$ cat config.mk
export PLATFORM = sky130hd
export DESIGN_NAME = prcc_color
export DESIGN_NICKNAME = d
export VERILOG_FILES = /design/src/prcc_pkg.sv /design/src/prcc_color.sv
export SDC_FILE = /design/constraint.sdc
export NUM_CORES = 1
export LEC_CHECK = 0
export BUFFER_PORTS_ARGS = -buffer_cell sky130_fd_sc_hd__buf_2
export CAP_MARGIN = 20
export CORE_MARGIN = 10
export CORE_UTILIZATION = 55
export DETAILED_ROUTE_END_ITERATION = 8
export PLACE_DENSITY = 0.81
export SETUP_SLACK_MARGIN = 0.1
export SYNTH_ARGS = -nofsm -noshare
export SYNTH_HDL_FRONTEND = slang
export SYNTH_SLANG_ARGS = --single-unit
$ cat constraint.sdc
create_clock -name vclk -period 7.1
set_clock_uncertainty 0.1 [all_clocks]
set_input_delay 1.42 -clock vclk [all_inputs]
set_output_delay 1.42 -clock vclk [all_outputs]
set_load 0.02 [all_outputs]
$ cat src/prcc_pkg.sv
`default_nettype none

package prcc_pkg;

    localparam int PAL_ENTRIES = 4096;
    localparam int ENTRY_W     = $clog2(PAL_ENTRIES);
    localparam int ADDR_W      = 13;
    localparam int PIX_W       = 14;
    localparam int NUM_BANKS   = 4;
    localparam int ROW_W       = ADDR_W - 2;
    localparam int BANK_ROWS   = 1 << ROW_W;

    localparam logic [PIX_W-1:0] PIX_MASK = PIX_W'(3 * PAL_ENTRIES - 1);

    localparam logic [1:0] KIND_READ   = 2'd0;
    localparam logic [1:0] KIND_WRITE  = 2'd1;
    localparam logic [1:0] KIND_LOOKUP = 2'd2;

    localparam logic [1:0] SIZE_BYTE = 2'd0;
    localparam logic [1:0] SIZE_WORD = 2'd1;
    localparam logic [1:0] SIZE_LONG = 2'd2;

    localparam logic [1:0] CFG_RED_SHIFT   = 2'd0;
    localparam logic [1:0] CFG_GREEN_SHIFT = 2'd1;
    localparam logic [1:0] CFG_BLUE_SHIFT  = 2'd2;

    typedef struct packed {
        logic [1:0]        kind;
        logic [1:0]        access_size;
        logic [ADDR_W-1:0] byte_address;
        logic [31:0]       write_data;
        logic [PIX_W-1:0]  pixel_index;
    } t_req;

    typedef struct packed {
        logic [31:0] read_data;
        logic [31:0] color_out;
    } t_rsp;

    typedef struct packed {
        logic [4:0] red;
        logic [4:0] green;
        logic [4:0] blue;
    } t_shifts;

    typedef logic [7:0] t_level_tab [64];

    // index {shadow, c5}: c5*255/31, shadow then *202/256
    function automatic t_level_tab build_levels();
        t_level_tab tab;
        int         full;
        for (int i = 0; i < 64; i++) begin
            full = ((i % 32) * 255) / 31;
            if (i >= 32) begin
                full = (full * 202) / 256;
            end
            tab[i] = 8'(full);
        end
        return tab;
    endfunction

    localparam t_level_tab LEVEL_TAB = build_levels();

endpackage

`default_nettype wire

$ cat src/prcc_color.sv
`default_nettype none

module prcc_color
    import prcc_pkg::*;
(
    input  wire logic [15:0] i_word,
    input  wire logic        i_shadow,
    input  wire t_shifts     i_shifts,
    output logic [31:0]      o_color
);

    logic [7:0] w_red;
    logic [7:0] w_green;
    logic [7:0] w_blue;

    assign w_red   = LEVEL_TAB[{i_shadow, i_word[3:0],  i_word[12]}];
    assign w_green = LEVEL_TAB[{i_shadow, i_word[7:4],  i_word[13]}];
    assign w_blue  = LEVEL_TAB[{i_shadow, i_word[11:8], i_word[14]}];

    assign o_color = (32'(w_red)   << i_shifts.red)
                   | (32'(w_green) << i_shifts.green)
                   | (32'(w_blue)  << i_shifts.blue);

endmodule

`default_nettype wire

======== Word level (Yosys, flattened, before mapping) ========
Memory sizes are Yosys's and may differ from the RTL's.
Index checks and enable logic that the tools add are counted.
word-level totals
  memories ................................ 3
  memory bits (writable) .................. 0
  memory bits (read-only) ................. 1536
  word-level logic and storage cells ...... 20
  bits in registers ....................... 0
  latch bits .............................. 0
  output and inout bits ................... 32
memory list
  memory           words  bits a word  read ports  clocked after memory_dff  wr ports  line              text
  (no name shown)  64     8            1           0                         0         prcc_color.sv:18  assign w_blue = LEVEL_TAB[{i_shadow, i_word[11:8], i_word[14]}];
  (no name shown)  64     8            1           0                         0         prcc_color.sv:17  assign w_green = LEVEL_TAB[{i_shadow, i_word[7:4], i_word[13]}];
  (no name shown)  64     8            1           0                         0         prcc_color.sv:16  assign w_red = LEVEL_TAB[{i_shadow, i_word[3:0], i_word[12]}];
cells by class
  muxes and demuxes ....................... 6
  add/sub/neg operators ................... 0
  equality and inequality tests ........... 0
  reductions and logical operators ........ 0
  multiply operators ...................... 0
  $lt $le $gt $ge ......................... 3
  shifts and indexed selects .............. 3
  divide/modulo/power cells ............... 0
  bitwise logic cells ..................... 5
operator list
  cell                                          number
  8-bit by 5-bit << shifter with 32-bit output  3
  32-bit OR                                     2
  8-bit two-way mux                             6
  7-bit >= comparator (second input constant)   3
  6-bit inverter with 7-bit output              3

======== Longest topological paths before layout ========
Gate-level depths: netlist of run 1.
  depth after elaboration ................. 7
  gate-level depth with buffers ........... 11
  gate-level depth less buffers ........... 10

======== Worst setup path after synthesis of run 1 ========
No wires, ideal clock.
  kind .................................... input -> output
  start point ............................. in i_word[0]
  end point ............................... out o_color[16]
  arrival time ............................ 4.212 ns
  cell stages on the path ................. 11
  path slack .............................. 1.368 ns
  data required time ...................... 5.580 ns
  path through ............................ clkbuf_1 -> inv_1 -> ha_1 -> mux4_1 -> o311a_1 -> o31a_1 -> a21oi_2 -> nand2_1 -> o21a_1 -> a221o_1 -> or4_1
on the way
  longest elaborated chain between the ends .. 7
RTL lines
  what                                                    line              text
  start, declared                                         prcc_color.sv:6   input wire logic [15:0] i_word,
  6-bit inverter with 7-bit output (implied by the code)  prcc_color.sv:16
  memory 64 x 8 bit                                       n/a
  8-bit two-way mux (implied by the code) (2 in series)   prcc_color.sv:16
  8-bit by 5-bit << shifter with 32-bit output            prcc_color.sv:20  assign o_color = (32'(w_red) << i_shifts.red)
  32-bit OR                                               prcc_color.sv:21  | (32'(w_green) << i_shifts.green)
  32-bit OR                                               prcc_color.sv:22  | (32'(w_blue) << i_shifts.blue);
  end, declared                                           prcc_color.sv:9   output logic [31:0] o_color
Every way passes these cells. The select of a mux whose other input is x is not followed.

======== Worst setup path in the final report of run 1 ========
  start point ............................. in i_word[4]
  end point ............................... out o_color[5]
on the way
  longest elaborated chain between the ends .. 7
RTL lines
  what                                                    line
  6-bit inverter with 7-bit output (implied by the code)  prcc_color.sv:17
  memory 64 x 8 bit                                       n/a
  8-bit two-way mux (implied by the code) (2 in series)   prcc_color.sv:17
  8-bit by 5-bit << shifter with 32-bit output            prcc_color.sv:21
  32-bit OR                                               prcc_color.sv:21
  32-bit OR                                               prcc_color.sv:22
Every way passes these cells. The select of a mux whose other input is x is not followed.

==> metrics.csv, run 1 <==
metric,value,unit
status,finished clean,
cp_top_family,compound AO/OA/AOI/OAI gates,
max_slew.worst_pin.slew,0.810,ns
final.clkbuf_count,0,
regArea,0,um2
cellPowerDensity,88.5,mW/mm2
avgSynthCellArea,6.46,um2
grt_usage,0.267,
critPathBufInv,3,
avgViaCountPerCell,7.22,
critPathLaunch,i_word[4],
synth_area_leaders,"nand2_1 6.4%, ha_1 6.1%, nor2_1 5.6%",
core-area,0.00769,mm2
maxSlewViolCount,0,
crit_chain,buf_2 > inv_2 > ha_1 > or3b_2 > a21oi_1 > o21a_1 > o21ai_0 > a21oi_1 > mux2i_1 > o221ai_1 > buf_2,
totalNegativeSetupSlack,0,ns
wl_per_cell,21.2,um
synth_top_area_frac,0.0636,
io_buffers,63,
syn2layout_area_growth,4.73,%
netlist_area,0.00431,mm2
cp-end-kind,output pin,
initial_core_util,0.561,
post-dp-hpwl,12.6,mm
drt_iter0_markers,602,
grt_pass1_vias,5104,
synth_fp_nets,720,
seq_cells,0,
die_area,0.0118,mm2
synth.largest_area_cell,nand2_1,
slowest_stage,a21oi_1,
slowest_delay,0.68,ns
period_needed,6.11,ns
post_cts_resized,0,
leakage,1.87,nW
drtPass1Iterations,6,
row_count,32,
grt_max_degree,50,
die_x,109,um
ios,64,
cts_setup_buffers,0,
total_power,0.000400,W
critPathLaunchType,primary input,
antenna_found_initial,0,
multi_input_area,0.00394,mm2
cp.required,5.58,ns
min_path_cells,3,
drc,0,
ys_types,80,
ir_drop,0.0524,mV
yosysWarnings,0,
holdCritStartpoint,i_shifts[14],
gp_congestion,1.04,
layout-drive-gt1-share,0.152,
fill_cells,774,
fmax,164,MHz
setup_viol,0,
grt_first_pass_wirelength,26.4,mm
crit_fanout,13,
num_vias,5637,
ant_nets,0,
slew_headroom,0.460,
cts_hold_buf,0,
totalWireLength,16.6,mm
hold_class,in -> out,
antenna_cells,0,
dieHeight,109,um
cap_viol_max_count,0,
critPathKind,in -> out,
nNetsFinal,734,
yosysSeqAreaShare,0,
fin_crit_sh,0.860,
gr-total-overflow,0,
holdPathEnd,o_color[10],
arrival,4.59,ns
syn_inst,667,
rsz0062_at_grt,no,
finalHoldViolations,0,
## layout by cell type (no fill, tap or decap), types with 19 or more instances in the layout
cell type   n
nand3_1    22
o21ai_0    29
nor2_1     64
buf_2      63
a21oi_1    31
nor3_1     19
ha_1       21
nand2b_1   25
nand2_1    73
inv_1      22
o221ai_1   19
## report_power, final
| group | switching (W) | internal, W |
|---|---|---|
| clock | 0 | 0 |
| combinational | 0.000261 | 0.000139 |
| sequential | 0 | 0 |
## worst min-delay path: cells and delay by family
family / cells / cell delay, ns
compound gates: 1 / 0.12
buf+inv: 2 / 0.36
## layout make-up
class,instances,share of cell area
timing repair buffer,67,0.0765
multi-input combinational,584,0.872
tap,102,0.0283
inverter,28,0.0233
## Yosys cell counts, types with 5 or more instances
cell / instances
o221ai_1: 19
mux2i_1: 15
a22oi_1: 9
a211oi_1: 14
a32oi_1: 5
a31oi_1: 9
clkbuf_1: 26
nor3_1: 19
a21o_1: 7
nor3b_1: 6
a221o_1: 8
a21oi_1: 31
or3_1: 5
o21ai_1: 8
and3_1: 6
ha_1: 21
o21a_1: 7
a211o_1: 10
mux2_2: 9
a221oi_1: 8
nor2_1: 64
nand2_1: 73
o32ai_1: 6
o2111ai_1: 5
o21ai_0: 29
buf_2: 20
inv_1: 22
nor2b_1: 17
clkinv_1: 5
or2_2: 6
o22ai_1: 15
o211ai_1: 10
nand3_1: 22
nand2b_1: 25
o31ai_1: 6
## kinds of logic after synthesis
| group | Yosys count | share of synthesized area |
|---|---|---|
| buffers and inverters | 83 | 0.0868 |
| XOR/XNOR | 5 | 0.0102 |
| AND/OR/NAND/NOR | 271 | 0.313 |
| AO/OA/AOI/OAI | 257 | 0.444 |
| adder cells (fa/ha/maj) | 21 | 0.0609 |
| multiplexers | 30 | 0.0853 |
## worst max-delay path by stage
stage / to / slack (ns) / cells past startpoint
finish: o_color[5] / 0.99 / 11
CTS: o_color[16] / 1.07 / 12
global route: o_color[14] / 0.77 / 12
floorplan: o_color[16] / 1.37 / 11
global placement: o_color[16] / 1.12 / 12
detailed placement: o_color[16] / 1.08 / 12
## per-stage QoR
step                      hold WS (ns)  instance area [um2]  utilization  instances  worst slack (ns)
after floorplan                   3.02                 4310            -        667              1.37
after detailed placement          3.20                 4520        0.587        781              1.08
after global routing              3.24                 4520        0.587        781             0.767
final                             3.22                 4520        0.587        781             0.993
after CTS                         3.20                 4520        0.587        781              1.07
after global placement            3.20                 4520        0.587        781              1.12
## metal layers
layer,GRT usage,part of all wire
met5,0,0
met4,0.105,0.045
met3,0.0321,0.086
met2,0.453,0.48
met1,0.336,0.39
Note: power is estimated with default switching activity, not from simulation.
==> run 2: changes to the inputs <==
--- a/config.mk
+++ b/config.mk
@@ -7,6 +7,7 @@
 export LEC_CHECK = 0
 export BUFFER_PORTS_ARGS = -buffer_cell sky130_fd_sc_hd__buf_2
 export CAP_MARGIN = 20
+export CORE_ASPECT_RATIO = 0.6
 export CORE_MARGIN = 10
 export CORE_UTILIZATION = 55
 export DETAILED_ROUTE_END_ITERATION = 8
==> run 2 against run 1 <==
  * Flip-flop and latch count stayed put
  * First-iteration DRC count increased by 56%
  * Critical path depth increased by 1
  * Maximum frequency fell by 1.3%
  * Total power rose by 2.4%
  * Non-clock buffer count shrank 1
  * Final cell count grew 0.13%
  * Critical path type unchanged
  * Largest cell class unchanged
  * Highest routed layer unchanged
==> metrics.csv, run 2 (same netlist as run 1, synthesis figures left out) <==
metric,value,unit,change
cap_viol_max_count,0,,unchanged
grt_first_pass_wirelength,27.1,mm,+2.7%
drc,0,,unchanged
maxSlewViolCount,0,,unchanged
post-dp-hpwl,13.4,mm,+6.1%
ant_nets,0,,unchanged
row_count,24,,-25%
nNetsFinal,733,,-0.14%
fmax,162,MHz,-1.3%
gr-total-overflow,0,,unchanged
slew_headroom,0.387,,-0.0727
cellPowerDensity,90.7,mW/mm2,+2.5%
layout_commonest_cell,nand2_1,,
grt_usage,0.270,,+0.00207
fin_crit_sh,0.871,,+0.0113
io_buffers,63,,unchanged
slowest_delay,0.73,ns,+0.05 ns
ios,64,,unchanged
slowest_stage,a31oi_1,,
crit_fanout,13,,unchanged
die_x,134,um,+24%
gp_congestion,1.05,,+0.27%
antenna_cells,0,,unchanged
avgViaCountPerCell,7.48,,+3.6%
dpl-instance-area,0.00451,mm2,-0.11%
die_area,0.0119,mm2,+0.98%
critPathLaunchType,primary input,,
crit_chain,buf_2 > inv_2 > ha_1 > or3b_2 > a21oi_1 > o21a_1 > o21ai_0 > a31oi_1 > mux2_2 > nand3_1 > o221ai_1 > buf_2,,
ir_drop,0.0433,mV,-17%
final_cell_mix,"73 x nand2_1, 64 x nor2_1, 63 x buf_2",,
rsz0062_at_grt,no,,
status,finished clean,,
fill_cells,700,,-9.6%
wl_per_cell,22.3,um,+5.0%
grt_max_degree,37,,-26%
hold_class,in -> out,,
seq_cells,0,,unchanged
cp-end-kind,output pin,,
leakage,1.86,nW,-0.29%
layout-drive-gt1-share,0.150,,-0.00125
drtPass1Iterations,7,,+1
fin_area,0.00451,mm2,-0.11%
final.clkbuf_count,0,,unchanged
critPathKind,in -> out,,
post_cts_resized,0,,unchanged
finalHoldViolations,0,,unchanged
cts_hold_buf,0,,unchanged
dieHeight,88.6,um,-18%
setup_viol,0,,unchanged
antenna_found_initial,0,,unchanged
min_path_cells,3,,unchanged
multi_input_area,0.00394,mm2,unchanged
cts_setup_buffers,0,,unchanged
holdPathEnd,o_color[10],,
holdCritStartpoint,i_shifts[14],,
arrival,4.67,ns,+0.08 ns
core-area,0.00745,mm2,-3.1%
num_vias,5849,,+3.8%
period_needed,6.19,ns,+0.0800 ns
layout_setup_ws,0.913,ns,-0.0800 ns
grt_pass1_vias,5133,,+0.57%
totalNegativeSetupSlack,0,ns,unchanged
max_slew.worst_pin.slew,0.915,ns,+0.105 ns
syn2layout_area_growth,4.61,%,
cp.required,5.58,ns,about the same
drt_iter0_markers,937,,+56%
final_core_util,0.606,,+0.0183
totalWireLength,17.4,mm,+5.1%
cpMostUsedCell,buf_2,,
initial_core_util,0.579,,+0.0181
regArea,0,um2,unchanged
post-place-ws,1.04,ns,-0.0406 ns
-- run 2: per-stage QoR --
| stage | hold slack [ns] | instances | total power [W] |
|---|---|---|---|
| floorplan | 3.02 | 667 | 0.000283 |
| global placement | 3.21 | 782 | 0.000384 |
| global route | 3.23 | 782 | 0.000431 |
| detailed placement | 3.20 | 782 | 0.000391 |
| finish | 3.22 | 782 | 0.000409 |
| CTS | 3.20 | 782 | 0.000392 |
-- run 2: power by group --
part           internal (W)  switching (W)  total [W]
Combinational      0.000138       0.000271   0.000409
Sequential                0              0          0
Clock                     0              0          0
Total              0.000138       0.000271   0.000409
-- run 2: final cells by class --
class	count	share of cell area
multi-input combinational	584	0.873
timing repair buffer	66	0.0749
tap	104	0.0288
inverter	28	0.0233
-- run 2: critical path: cells and delay by family --
kind                     cells  cell delay (ns)
AO/OA/AOI/OAI                5             1.33
buffers and inverters        3             0.60
AND/OR/NAND/NOR              2             0.57
adder cells (fa/ha/maj)      1             0.41
multiplexers                 1             0.32
-- run 2: layer usage --
metal | vias up | wire length [um] | share of wire | global-route usage
met5 | - | 0 | 0 | 0
met2 | 486 | 7430 | 0.43 | 0.427
met3 | 65 | 2490 | 0.14 | 0.0617
li1 | 2594 | - | - | -
met4 | 0 | 415 | 0.024 | 0.0521
met1 | 2704 | 7110 | 0.41 | 0.367
-- run 2: worst max-delay path by stage --
stage / from / to / cells past startpoint
6_report: i_word[4] / o_color[31] / 12
5_1_grt: i_word[8] / o_color[28] / 12
4_1_cts: i_word[0] / o_color[22] / 12
3_5_place_dp: i_word[0] / o_color[22] / 12
3_3_place_gp: i_word[8] / o_color[12] / 12
2_1_floorplan: i_word[0] / o_color[16] / 11
